File: src/sv/lljd_pkg.sv
// Shared types, constants and codes for the least-loaded job dispatcher.
`default_nettype none

package lljd_pkg;

   localparam int MAX_MACHINES = 64;
   localparam int IDX_W        = (MAX_MACHINES > 1) ? $clog2(MAX_MACHINES) : 1;
   localparam int CNT_W        = $clog2(MAX_MACHINES + 2);
   localparam int JOB_W        = 16;
   localparam int LOAD_W       = 17;
   localparam int MCOUNT_W     = 7;
   localparam int LIMIT_W      = 16;
   localparam int CSR_IDX_W    = 1;
   localparam int CSR_DATA_W   = 16;

   localparam logic [MCOUNT_W-1:0] MCOUNT_RESET = 7'd1;
   localparam logic [LIMIT_W-1:0]  LIMIT_RESET  = 16'd600;

   localparam logic [CSR_IDX_W-1:0] CSR_MACHINE_COUNT = 1'd0;
   localparam logic [CSR_IDX_W-1:0] CSR_LOAD_LIMIT    = 1'd1;

   typedef enum logic [1:0] {
      STATUS_OK   = 2'd0,
      STATUS_FEW  = 2'd1,
      STATUS_OVER = 2'd2
   } status_code_type;

   typedef struct packed {
      logic [JOB_W-1:0] job_time;
      logic             first_job;
      logic             last_job;
   } req_type;

   typedef struct packed {
      status_code_type   status;
      logic [LOAD_W-1:0] min_load;
   } rsp_type;

   typedef enum logic [2:0] {
      ST_IDLE,
      ST_DECIDE,
      ST_SCAN_ADD,
      ST_ADD,
      ST_FINISH,
      ST_SCAN_RES,
      ST_EMIT
   } state_type;

   typedef struct packed {
      logic accept;
      logic step;
      logic scan_clear;
      logic scan_run;
      logic add;
      logic emit;
   } ctl_cmd_type;

   typedef struct packed {
      logic add_needed;
      logic result_scan_needed;
      logic last_job;
      logic scan_done;
   } ctl_stat_type;

endpackage

`default_nettype wire

File: src/sv/lljd_ctrl.sv
// Controller state machine sequencing seed, scan, add and result steps.
`default_nettype none

module lljd_ctrl (
   input  wire logic                  clock,
   input  wire logic                  reset,
   input  wire logic                  start,
   output      logic                  busy,
   input  wire lljd_pkg::ctl_stat_type stat,
   output      lljd_pkg::ctl_cmd_type  cmd
);

   lljd_pkg::state_type state_ff;
   lljd_pkg::state_type state_in;

   always_ff @(posedge clock) begin
      if (reset) begin
         state_ff <= lljd_pkg::ST_IDLE;
      end else begin
         state_ff <= state_in;
      end
   end

   always_comb begin
      state_in = state_ff;
      case (state_ff)
         lljd_pkg::ST_IDLE: begin
            if (start) begin
               state_in = lljd_pkg::ST_DECIDE;
            end
         end
         lljd_pkg::ST_DECIDE: begin
            state_in = stat.add_needed ? lljd_pkg::ST_SCAN_ADD : lljd_pkg::ST_FINISH;
         end
         lljd_pkg::ST_SCAN_ADD: begin
            if (stat.scan_done) begin
               state_in = lljd_pkg::ST_ADD;
            end
         end
         lljd_pkg::ST_ADD: begin
            state_in = lljd_pkg::ST_FINISH;
         end
         lljd_pkg::ST_FINISH: begin
            if (!stat.last_job) begin
               state_in = lljd_pkg::ST_IDLE;
            end else if (stat.result_scan_needed) begin
               state_in = lljd_pkg::ST_SCAN_RES;
            end else begin
               state_in = lljd_pkg::ST_EMIT;
            end
         end
         lljd_pkg::ST_SCAN_RES: begin
            if (stat.scan_done) begin
               state_in = lljd_pkg::ST_EMIT;
            end
         end
         lljd_pkg::ST_EMIT: begin
            state_in = lljd_pkg::ST_IDLE;
         end
         default: begin
            state_in = lljd_pkg::ST_IDLE;
         end
      endcase
   end

   always_comb begin
      cmd  = '0;
      busy = 1'b1;
      case (state_ff)
         lljd_pkg::ST_IDLE: begin
            busy       = 1'b0;
            cmd.accept = start;
         end
         lljd_pkg::ST_DECIDE: begin
            cmd.step       = 1'b1;
            cmd.scan_clear = 1'b1;
         end
         lljd_pkg::ST_SCAN_ADD: begin
            cmd.scan_run = 1'b1;
         end
         lljd_pkg::ST_ADD: begin
            cmd.add = 1'b1;
         end
         lljd_pkg::ST_FINISH: begin
            cmd.scan_clear = 1'b1;
         end
         lljd_pkg::ST_SCAN_RES: begin
            cmd.scan_run = 1'b1;
         end
         lljd_pkg::ST_EMIT: begin
            cmd.emit = 1'b1;
         end
         default: begin
            busy = 1'b1;
         end
      endcase
   end

   a_accept_decides: assert property (@(posedge clock) disable iff (reset)
      (start && !busy) |=> (state_ff == lljd_pkg::ST_DECIDE))
      else $error("accepted word did not enter decide");

   a_emit_returns: assert property (@(posedge clock) disable iff (reset)
      (state_ff == lljd_pkg::ST_EMIT) |=> (state_ff == lljd_pkg::ST_IDLE))
      else $error("controller did not return to idle after emit");

   a_one_command: assert property (@(posedge clock) disable iff (reset)
      $onehot0({cmd.accept, cmd.step, cmd.scan_run, cmd.add, cmd.emit}))
      else $error("more than one datapath command at once");

endmodule

`default_nettype wire

File: src/sv/lljd_dpath.sv
// Datapath: settings, load memory, scan-for-minimum unit, adder and result register.
`default_nettype none

module lljd_dpath (
   input  wire logic                                    clock,
   input  wire logic                                    reset,
   input  wire lljd_pkg::req_type                       req_data,
   input  wire logic                                    csr_we,
   input  wire logic [lljd_pkg::CSR_IDX_W-1:0]          csr_index,
   input  wire logic [lljd_pkg::CSR_DATA_W-1:0]         csr_wdata,
   input  wire lljd_pkg::ctl_cmd_type                   cmd,
   output      lljd_pkg::ctl_stat_type                  stat,
   output      logic                                    rsp_strobe,
   output      lljd_pkg::rsp_type                       rsp_data
);

   localparam logic [lljd_pkg::CNT_W-1:0] JOBS_SAT =
      lljd_pkg::CNT_W'(lljd_pkg::MAX_MACHINES + 1);
   localparam logic [lljd_pkg::CNT_W-1:0] MAX_CNT =
      lljd_pkg::CNT_W'(lljd_pkg::MAX_MACHINES);

   // settings
   logic [lljd_pkg::MCOUNT_W-1:0] mcount_ff, mcount_in;
   logic [lljd_pkg::LIMIT_W-1:0]  limit_ff, limit_in;

   // set state
   logic [lljd_pkg::CNT_W-1:0] jobs_seen_ff, jobs_seen_in;
   logic                       failed_ff, failed_in;
   logic                       last_ff, last_in;

   // current item
   logic [lljd_pkg::JOB_W-1:0] job_ff, job_in;
   logic [lljd_pkg::CNT_W-1:0] cnt_ff, cnt_in;

   // scan unit
   logic [lljd_pkg::CNT_W-1:0]  scan_ptr_ff, scan_ptr_in;
   logic                        rd_vld_ff, rd_vld_in;
   logic                        have_best_ff, have_best_in;
   logic [lljd_pkg::IDX_W-1:0]  rd_idx_ff;
   logic [lljd_pkg::LOAD_W-1:0] rd_data_ff;
   logic [lljd_pkg::LOAD_W-1:0] best_ff, best_in;
   logic [lljd_pkg::IDX_W-1:0]  best_idx_ff, best_idx_in;
   logic                        scan_issue;

   // memory
   logic [lljd_pkg::LOAD_W-1:0] load_mem [lljd_pkg::MAX_MACHINES];
   logic                        wr_en;
   logic [lljd_pkg::IDX_W-1:0]  wr_addr;
   logic [lljd_pkg::LOAD_W-1:0] wr_data;

   // adder and result
   logic [lljd_pkg::LOAD_W-1:0] sum;
   logic                        over;
   logic                        rsp_strobe_ff, rsp_strobe_in;
   lljd_pkg::rsp_type           rsp_data_ff, rsp_data_in;

   assign sum  = lljd_pkg::LOAD_W'(best_ff + {1'b0, job_ff});
   assign over = sum > {1'b0, limit_ff};

   always_comb begin
      mcount_in = mcount_ff;
      limit_in  = limit_ff;
      if (csr_we) begin
         case (csr_index)
            lljd_pkg::CSR_MACHINE_COUNT: mcount_in = csr_wdata[lljd_pkg::MCOUNT_W-1:0];
            lljd_pkg::CSR_LOAD_LIMIT:    limit_in  = csr_wdata[lljd_pkg::LIMIT_W-1:0];
            default: begin
               mcount_in = mcount_ff;
            end
         endcase
      end
   end

   // clamp the machine count into 1..MAX_MACHINES
   always_comb begin
      if (mcount_ff == '0) begin
         cnt_in = lljd_pkg::CNT_W'(1);
      end else if (32'(mcount_ff) > 32'(lljd_pkg::MAX_MACHINES)) begin
         cnt_in = MAX_CNT;
      end else begin
         cnt_in = lljd_pkg::CNT_W'(mcount_ff);
      end
   end

   always_comb begin
      job_in       = job_ff;
      last_in      = last_ff;
      jobs_seen_in = jobs_seen_ff;
      failed_in    = failed_ff;
      if (cmd.accept) begin
         job_in  = req_data.job_time;
         last_in = req_data.last_job;
         if (req_data.first_job) begin
            jobs_seen_in = '0;
            failed_in    = 1'b0;
         end
      end
      if (cmd.step && (jobs_seen_ff != JOBS_SAT)) begin
         jobs_seen_in = jobs_seen_ff + 1'b1;
      end
      if (cmd.add && !failed_ff && over) begin
         failed_in = 1'b1;
      end
      if (cmd.emit) begin
         jobs_seen_in = '0;
         failed_in    = 1'b0;
      end
   end

   // seed the next machine, zero a machine that the current count skips, or write back a sum
   always_comb begin
      wr_en   = 1'b0;
      wr_addr = jobs_seen_ff[lljd_pkg::IDX_W-1:0];
      wr_data = '0;
      if (cmd.step && !failed_ff && (jobs_seen_ff < MAX_CNT)) begin
         wr_en   = 1'b1;
         wr_data = (jobs_seen_ff < cnt_ff) ? {1'b0, job_ff} : '0;
      end else if (cmd.add && !failed_ff && !over) begin
         wr_en   = 1'b1;
         wr_addr = best_idx_ff;
         wr_data = sum;
      end
   end

   assign scan_issue = cmd.scan_run && (scan_ptr_ff < cnt_ff);

   always_comb begin
      scan_ptr_in  = scan_ptr_ff;
      rd_vld_in    = scan_issue;
      have_best_in = have_best_ff;
      best_in      = best_ff;
      best_idx_in  = best_idx_ff;
      if (cmd.scan_clear) begin
         scan_ptr_in  = '0;
         have_best_in = 1'b0;
      end else if (scan_issue) begin
         scan_ptr_in = scan_ptr_ff + 1'b1;
      end
      // strict compare keeps the lowest index on ties
      if (rd_vld_ff && (!have_best_ff || (rd_data_ff < best_ff))) begin
         have_best_in = 1'b1;
         best_in      = rd_data_ff;
         best_idx_in  = rd_idx_ff;
      end
   end

   always_comb begin
      rsp_strobe_in = cmd.emit;
      rsp_data_in   = rsp_data_ff;
      if (cmd.emit) begin
         if (jobs_seen_ff < cnt_ff) begin
            rsp_data_in.status   = lljd_pkg::STATUS_FEW;
            rsp_data_in.min_load = '0;
         end else if (failed_ff) begin
            rsp_data_in.status   = lljd_pkg::STATUS_OVER;
            rsp_data_in.min_load = '0;
         end else begin
            rsp_data_in.status   = lljd_pkg::STATUS_OK;
            rsp_data_in.min_load = best_ff;
         end
      end
   end

   always_ff @(posedge clock) begin
      if (reset) begin
         mcount_ff     <= lljd_pkg::MCOUNT_RESET;
         limit_ff      <= lljd_pkg::LIMIT_RESET;
         jobs_seen_ff  <= '0;
         failed_ff     <= 1'b0;
         last_ff       <= 1'b0;
         scan_ptr_ff   <= '0;
         rd_vld_ff     <= 1'b0;
         have_best_ff  <= 1'b0;
         rsp_strobe_ff <= 1'b0;
      end else begin
         mcount_ff     <= mcount_in;
         limit_ff      <= limit_in;
         jobs_seen_ff  <= jobs_seen_in;
         failed_ff     <= failed_in;
         last_ff       <= last_in;
         scan_ptr_ff   <= scan_ptr_in;
         rd_vld_ff     <= rd_vld_in;
         have_best_ff  <= have_best_in;
         rsp_strobe_ff <= rsp_strobe_in;
      end
   end

   always_ff @(posedge clock) begin
      job_ff      <= job_in;
      best_ff     <= best_in;
      best_idx_ff <= best_idx_in;
      rsp_data_ff <= rsp_data_in;
      rd_idx_ff   <= scan_ptr_ff[lljd_pkg::IDX_W-1:0];
      if (cmd.accept) begin
         cnt_ff <= cnt_in;
      end
   end

   always_ff @(posedge clock) begin
      if (wr_en) begin
         load_mem[wr_addr] <= wr_data;
      end
      rd_data_ff <= load_mem[scan_ptr_ff[lljd_pkg::IDX_W-1:0]];
   end

   assign stat.add_needed         = !failed_ff && (jobs_seen_ff >= cnt_ff);
   assign stat.result_scan_needed = !failed_ff && (jobs_seen_ff >= cnt_ff);
   assign stat.last_job           = last_ff;
   assign stat.scan_done          = (scan_ptr_ff == cnt_ff) && !rd_vld_ff;

   assign rsp_strobe = rsp_strobe_ff;
   assign rsp_data   = rsp_data_ff;

   a_strobe_single: assert property (@(posedge clock) disable iff (reset)
      rsp_strobe_ff |=> !rsp_strobe_ff)
      else $error("result strobe held for two cycles");

   a_fail_zero: assert property (@(posedge clock) disable iff (reset)
      (rsp_strobe_ff && (rsp_data_ff.status != lljd_pkg::STATUS_OK))
         |-> (rsp_data_ff.min_load == '0))
      else $error("failed result carries a nonzero load");

   a_jobs_sat: assert property (@(posedge clock) disable iff (reset)
      jobs_seen_ff <= JOBS_SAT)
      else $error("job counter passed its saturation value");

   a_add_after_scan: assert property (@(posedge clock) disable iff (reset)
      cmd.add |-> have_best_ff)
      else $error("add issued without a scanned minimum");

endmodule

`default_nettype wire

File: src/sv/least_loaded_job_dispatch.sv
// Top level of the least-loaded job dispatcher: controller plus datapath.
//
//   channel   ports                                  direction  handshake
//   request   start, busy, req_data                  in         start & !busy
//   result    rsp_strobe, rsp_data                   out        one-cycle strobe
//   settings  csr_we, csr_index, csr_wdata           in         csr_we
//
// A seeding job keeps busy high through the decide and finish steps. A job that
// goes to the least-loaded machine runs a linear scan over the load memory, one
// read per cycle from its single read port, then the add and write-back. A last
// job adds the final minimum scan and the emit step, or the emit step alone when
// no scan is needed; its word is on the result ports in the cycle busy falls.
// Reset is synchronous and resets settings and control state only. The receiver
// takes every result word in its strobe cycle.
`default_nettype none

module least_loaded_job_dispatch (
   input  wire logic                            clock,
   input  wire logic                            reset,
   input  wire logic                            start,
   output      logic                            busy,
   input  wire lljd_pkg::req_type               req_data,
   input  wire logic                            csr_we,
   input  wire logic [lljd_pkg::CSR_IDX_W-1:0]  csr_index,
   input  wire logic [lljd_pkg::CSR_DATA_W-1:0] csr_wdata,
   output      logic                            rsp_strobe,
   output      lljd_pkg::rsp_type               rsp_data
);

   lljd_pkg::ctl_cmd_type  cmd;
   lljd_pkg::ctl_stat_type stat;

   lljd_ctrl u_ctrl (
      .clock (clock),
      .reset (reset),
      .start (start),
      .busy  (busy),
      .stat  (stat),
      .cmd   (cmd)
   );

   lljd_dpath u_dpath (
      .clock      (clock),
      .reset      (reset),
      .req_data   (req_data),
      .csr_we     (csr_we),
      .csr_index  (csr_index),
      .csr_wdata  (csr_wdata),
      .cmd        (cmd),
      .stat       (stat),
      .rsp_strobe (rsp_strobe),
      .rsp_data   (rsp_data)
   );

endmodule

`default_nettype wire
File: config.mk
export PLATFORM = sky130hd
export DESIGN_NAME = least_loaded_job_dispatch
export DESIGN_NICKNAME = d
export VERILOG_FILES = /design/src/sv/lljd_pkg.sv /design/src/sv/lljd_ctrl.sv /design/src/sv/lljd_dpath.sv /design/src/sv/least_loaded_job_dispatch.sv
export SDC_FILE = /design/constraint.sdc
export NUM_CORES = 1
export LEC_CHECK = 0
export BUFFER_PORTS_ARGS = -buffer_cell sky130_fd_sc_hd__buf_2
export CORE_ASPECT_RATIO = 0.6
export CORE_UTILIZATION = 63
export DETAILED_ROUTE_END_ITERATION = 8
export PLACE_DENSITY = 0.77
export SYNTH_ARGS = -nofsm -noshare
export SYNTH_HDL_FRONTEND = slang
export SYNTH_SLANG_ARGS = --single-unit
File: constraint.sdc
create_clock -name clock -period 6 [get_ports clock]
set_clock_uncertainty 0.1 [all_clocks]
set_input_delay 0.3 -clock clock [delete_from_list [all_inputs] [get_ports clock]]
set_output_delay 0.3 -clock clock [all_outputs]
set_load 0.01 [all_outputs]
### After elaboration in Yosys (flattened, before gate mapping)

Memory sizes are Yosys's and may differ from the RTL's. A register that Yosys moved wholly into a read port is not among the register bits.
Cells that the tools add are included.

* register bits: 116
* bits in latches: 0
* bits in writable memories: 1088
* memory bits (read-only): 0
* input bits: 39
* output and inout bits: 21
* memories: 1

Memory list
* u_dpath.load_mem: words 64, bits a word 17, rd ports 1, clocked after Yosys merged registers in 1, write ports 1, RTL line lljd_dpath.sv:46 `logic [lljd_pkg::LOAD_W-1:0] load_mem [lljd_pkg::MAX_MACHINES];`

* $add $sub $neg: 3
* multiply operators: 0
* divide/modulo/power cells: 0
* order comparisons: 7
* equality and inequality tests: 11
* shifts and indexed selects: 0
* mux-type cells: 33
* bitwise operators: 1
* reduce and logical (&&, ||, !) cells: 33

Operators with widths (number)
* two-way mux 17 bit: 2
* two-way mux 7 bit: 4
* two-way mux 19 bit: 1
* case mux 3 bit (6 select lines): 1
* adder 17 x 16 -> 17 bit: 1
* > comparator 17 x 16 -> 1 bit: 1
* less-than comparator 17 bit: 1
* two-way mux 1 bit: 16
* two-way mux 16 bit: 1
* two-way mux 3 bit: 5
* adder 7 x 1 -> 7 bit (second input constant): 2
* less-than comparator 7 bit: 2
* two-way mux 6 bit: 2
* OR reduction 2 bit: 6
* logical AND 1 bit: 10
* nonzero test 2 bit: 5
* == test 3 bit (second input constant): 3
* AND reduction 2 bit: 4
* == test 7 bit: 1
* >= comparator 7 bit: 1
* > comparator 7 bit (second input constant): 1
* zero test 7 bit: 1
* less-than comparator 7 bit (second input constant): 1
* inequality test 7 bit (second input constant): 1
* 9 further kinds: 15

### Longest topological paths before layout

* depth after elaboration: 8
* depth in mapped cells: 20

### By module

Synthesis repeated with hierarchy kept, for this count alone.

* cell total of the unflattened synthesis: 2300
* area, all modules: 48307.6 sq um

Modules (own cells, without submodules)
* lljd_dpath: instances 1, cells an instance 2258, area each 48011.0 sq um, sequential area each 35924.5 sq um
* lljd_ctrl: instances 1, cells an instance 42, area each 296.5 sq um, sequential area each 60.1 sq um

### Worst setup path after synthesis

No wires, ideal clock.

* path type: reg-to-reg
* start point: register u_dpath.best_ff[5] (netlist bit)
* end point: memory u_dpath.load_mem[48][0] (netlist bit), enable pin
* arrival time: 4.560 ns
* data required time: 5.507 ns
* setup slack: 0.948 ns
* stages on the path, launching flop included: 18
* path buffers: 1
* clock period less this slack: 5.052 ns
* cells stage by stage: edfxtp_1 ha_1 or4_4 o21bai_1 a21oi_1 o21bai_1 a21oi_1 xnor2_1 ha_1 a21oi_1 nand2_1 a2111oi_0 a31oi_1 a211oi_4 buf_6 nand3b_1 a2bb2oi_2 nor2b_1

* word-level cells in the longest chain between the ends: 8
* elaborated cells between the ends (all ways): 10

RTL lines
* from (decl): RTL line lljd_dpath.sv:41 `logic [lljd_pkg::LOAD_W-1:0] best_ff, best_in;`
* from (signal assigned): RTL line lljd_dpath.sv:190 `best_ff <= best_in;`
* adder 17 x 16 -> 17 bit *: RTL line lljd_dpath.sv:57 `assign sum = lljd_pkg::LOAD_W'(best_ff + {1'b0, job_ff});`
* > comparator 17 x 16 -> 1 bit *: RTL line lljd_dpath.sv:58 `assign over = sum > {1'b0, limit_ff};`
* zero test 1 bit *: RTL line lljd_dpath.sv:118 `end else if (cmd.add && !failed_ff && !over) begin`
* logical AND 1 bit *: RTL line lljd_dpath.sv:118
* two-way mux 1 bit: RTL line lljd_dpath.sv:118
* two-way mux 1 bit: RTL line lljd_dpath.sv:115 `if (cmd.step && !failed_ff && (jobs_seen_ff < MAX_CNT)) begin`
* two-way mux 1 bit: RTL line lljd_dpath.sv:200 `if (wr_en) begin`
* two-way mux 1 bit (not written as such): RTL line lljd_dpath.sv:201 `load_mem[wr_addr] <= wr_data;`
* to (decl): RTL line lljd_dpath.sv:46

Mark *: on every way between the ends. The rest lies on a longest branch, timed or not.

### Worst setup path after layout

* start point: register u_dpath.best_ff[5] (netlist bit)
* end point: memory u_dpath.load_mem[38][15] (netlist bit), enable pin

Same word-level chain as after synthesis.

==> impl_results.md <==
- Util after Layout: between 70% and 80%
- CTS tree: built
- DRT Wirelength: 118300 um
- Hpwl dp: between 70000 and 80000 um
- Die W: 359.5 um
- Crit path top cell by count: a21oi_1
- EDFF count, synth: 1153
- Die height: roughly 220 um
- Hold path startpoint: csr_we
- Type of origin of the critical path: flop
- Max cap viols: 0
- Synth area leader: edfxtp_1
- Leak pwr: between 15 and 20 nW
- CP Buf/Inv Count: 2
- Crit Path Class: reg2reg
- H-tree depth: 3
- Clock power share: about 40%
- Total Power: approximately 17 mW
- FF-to-FF setup slack: 0.23 ns
- Prevailing post-synth register cell: edfxtp_1
- Worst R2R End: u_dpath.load_mem[38][15]
- F_max: roughly 0.17 GHz
- Grt ovf: 0
- Core box area: 75730 um^2
- Area of the multi-input gates: 12010 um^2
- Top cells by area, synth: edfxtp_1 (72%), mux4_2 (17%), dfxtp_1 (2.8%)
- IO Port Bufs: 59
- Period utilisation layout: a little over nine tenths
- Setup Viol. Count Final: 0
- Most frequent cell after synthesis: edfxtp_1
- Area Growth Syn to Fin: 12.84%
- Clk_lat worst skew: about 0.73 ns
- Largest family of logic cells by synthesized area: multiplexers
- Die ar.: 77840 um^2
- I/O pins: 60
- Layout cells sized above 1: 28.37%
- RSZ-0062 raised after global routing: no
- CP Max Fanout: 17
- Post-CTS setup buffer count: 0
- Vias in the first global route: 24079
- Switching portion of total power: 21.02%
- Routability Congestion: 0.9533
- Vias/cell: approximately 6.7
- Post-synthesis sequential area ratio: 74.48%
- CP endpoint kind: flop
- Top cell family by delay on the critical path: compound AO/OA/AOI/OAI gates
- Final net count: 2654
- R2R depth: 18
- Worst IR Drop VDD: 0.2819 mV
- Fraction of registers with async set/reset: 0%
- Via count: 24530
- Post-Synth XOR/XNOR Area: less than 1%
- Pin count of the biggest net entering global routing: ~120
- Final hold violation count: 0
- Power Density: roughly 300 nW/um^2
- Worst Hold Depth: 4
- Crit. Startpoint: u_dpath.best_ff[5]
- Gate power share: a little under 4%
- Root buffer cell: clkbuf_16
- Max stage delay on crit path: 0.56 ns
- Setup TNS: 0 ns
- GRT Overall Usage: 31.26%
- Post-Syn Area per Cell: 21.18 um^2
- Mapped cell area: 48310 um^2
- Slew Viols, Final: 0
- Initial DRC count: 3533
- Routed WL per cell: 32.54 um
- CP cell instances: ha_1 > or4_4 > o21bai_1 > a21oi_1 > o21bai_1 > a21oi_1 > xnor2_1 > ha_1 > a21oi_1 > nand2_1 > a2111oi_1 > a31oi_2 > a211oi_4 > buf_4 > and2b_2 > a32oi_2 > nor2_2 > buf_4
- Longest Clk Path Bufs: 3
- Row count: 78
- Clk slew on worst S/H paths: ~0.07 ns
- Synth cell types: 72
- Fill cells: 4193
- Initial Util: 63.80%
- Fin crit period: 5.773 ns
- CP max-delay cell: or4_4
- Adder-cell share of the synthesized area: 1.725%
- Yosys reg bits: 1221
- Synth cell count leaders: edfxtp_1 (1153), mux4_2 (357), nor2_1 (112), dfxtp_1 (68), ha_1 (65)
- Critical path arrival: 6.06 ns
- Yosys Warn Count: 0
- Psw: 3.481 mW
- Flop pwr share: 56.7%
- Worst slew pin tran: 1.314 ns
- Worst R2R Start: u_dpath.best_ff[5]
- # DRC: 0
- Post-synthesis cell count: ~2300
- DR pass1 iterations: 6
- Hold Crit Endpoint: u_dpath.mcount_ff[6]
- Internal: 13.08 mW
- Initial antenna violation count: 9
- Critical Path RT: 6.29 ns
- Total CTS buffers: 102
- Post-synthesis simple-gate area fraction: under 10%
- Mux share of post-synthesis cell area: 16.81%
- Clk sink count: around 1200
- Synth Area in Compound Gates: 2.359%
- Register Area: 36000 um^2
- Final antenna-violating net count: 0
- First-pass GRT wire length: 169900 um
- Status: complete, no violations
- Hold WC Path Type: in2reg
- Relative slew slack: roughly an eighth
- Synth top area share: 71.66%
-- stage by stage --
step	instances	hold slack, ns	cell area [um^2]	setup slack, ns
CTS	3633	0.08671	54480	0.1459
finish	3636	0.1343	54520	0.2273
detailed placement	3401	0.2904	50800	0.1494
floorplan	2344	0.2519	48550	0.9478
global route	3634	0.1282	54510	0.02411
global placement	3401	0.2881	50800	0.3147
-- per-layer routing --
metal | vias to the layer above | track usage, % | part of all wire (%)
li1 | 9936 | - | -
met1 | 12737 | 45.32 | 38
met2 | 1695 | 44.37 | 44
met3 | 156 | 13.99 | 15
met4 | 6 | 6.425 | 2.0
met5 | - | 1.287 | 0.14
-- worst max-delay path by stage --
stage / end / slack [ns] / cells after the start
after floorplan: u_dpath.load_mem[48][0] / 0.95 / 17
after global placement: u_dpath.load_mem[39][0] / 0.31 / 17
after detailed placement: u_dpath.load_mem[59][8] / 0.15 / 18
after CTS: u_dpath.load_mem[39][0] / 0.15 / 17
after global routing: u_dpath.load_mem[22][16] / 0.02 / 18
final: u_dpath.load_mem[38][15] / 0.23 / 18
-- cell usage in the layout, fill, tap and decap left out, drive strengths merged, types with 38 or more instances in the layout --
cell type,n
mux4,357
conb,64
inv,60
dlygate4sd3,44
a21oi,63
nor2,112
clkbuf,135
dfxtp,68
clkinv,38
nand2,58
buf,166
ha,65
edfxtp,1153
-- power groups by stage --
| stage | clock network (mW) | registers, mW | logic [mW] |
|---|---|---|---|
| 3_3_place_gp | 0 | 9.57 | 0.583 |
| 5_1_grt | 6.93 | 9.38 | 0.684 |
| 2_1_floorplan | 0 | 9.56 | 0.356 |
| 4_1_cts | 6.59 | 9.38 | 0.630 |
| 3_5_place_dp | 0 | 9.57 | 0.605 |
| 6_report | 6.53 | 9.39 | 0.647 |
-- repair_timing --
item / CTS / global route
hold buffers: 44 / 0
endpoints found under the setup margin: 0 / 347
resized for setup: 0 / 5
endpoints found under the hold margin: 50 / 0
-- cell families (layout without fill, tap and decap cells) --
logic type                 count (synthesis)  count (layout)
DFF                                     1221            1221
muxes                                    365             365
and+or+nand+nor                          290             290
buffers and inverters                    164             453
AOI/OAI and AO/OA                        156             156
adders and majority gates                 66              66
xor gates and xnor gates                  18              18
other                                      1              67
-- state kept, by name, indices dropped and copies added (netlist names) --
register	count
u_dpath.failed_ff	1
u_dpath.limit_ff	16
u_dpath.rd_vld_ff	1
u_dpath.best_idx_ff	6
u_dpath.have_best_ff	1
u_dpath.rd_idx_ff	6
u_dpath.best_ff	17
u_dpath.last_ff	1
u_dpath.mcount_ff	7
u_dpath.job_ff	16
u_dpath.scan_ptr_ff	7
u_dpath.jobs_seen_ff	7
u_dpath.load_mem	1088
u_ctrl.state_ff	3
u_dpath.rsp_data	19
u_dpath.rd_data_ff	17
u_dpath.cnt_ff	7
u_dpath.rsp_strobe	1
-- area by class of cell --
type                       count  area share [%]
inverter                      55          0.3787
clock inverter                53          0.9914
sequential                  1221           66.03
antenna                        3         0.01377
tap                         1000           2.295
timing repair buffer         210           3.305
clock buffer                 135           4.948
multi-input combinational    959           22.04
-- tightest hold or removal path, stage by stage --
cell and delay (ns):
buf_2 0.11, nor2b_1 0.27, mux2i_1 0.17, nor2_1 0.08
No activity file was read; power rests on OpenSTA's default activity.
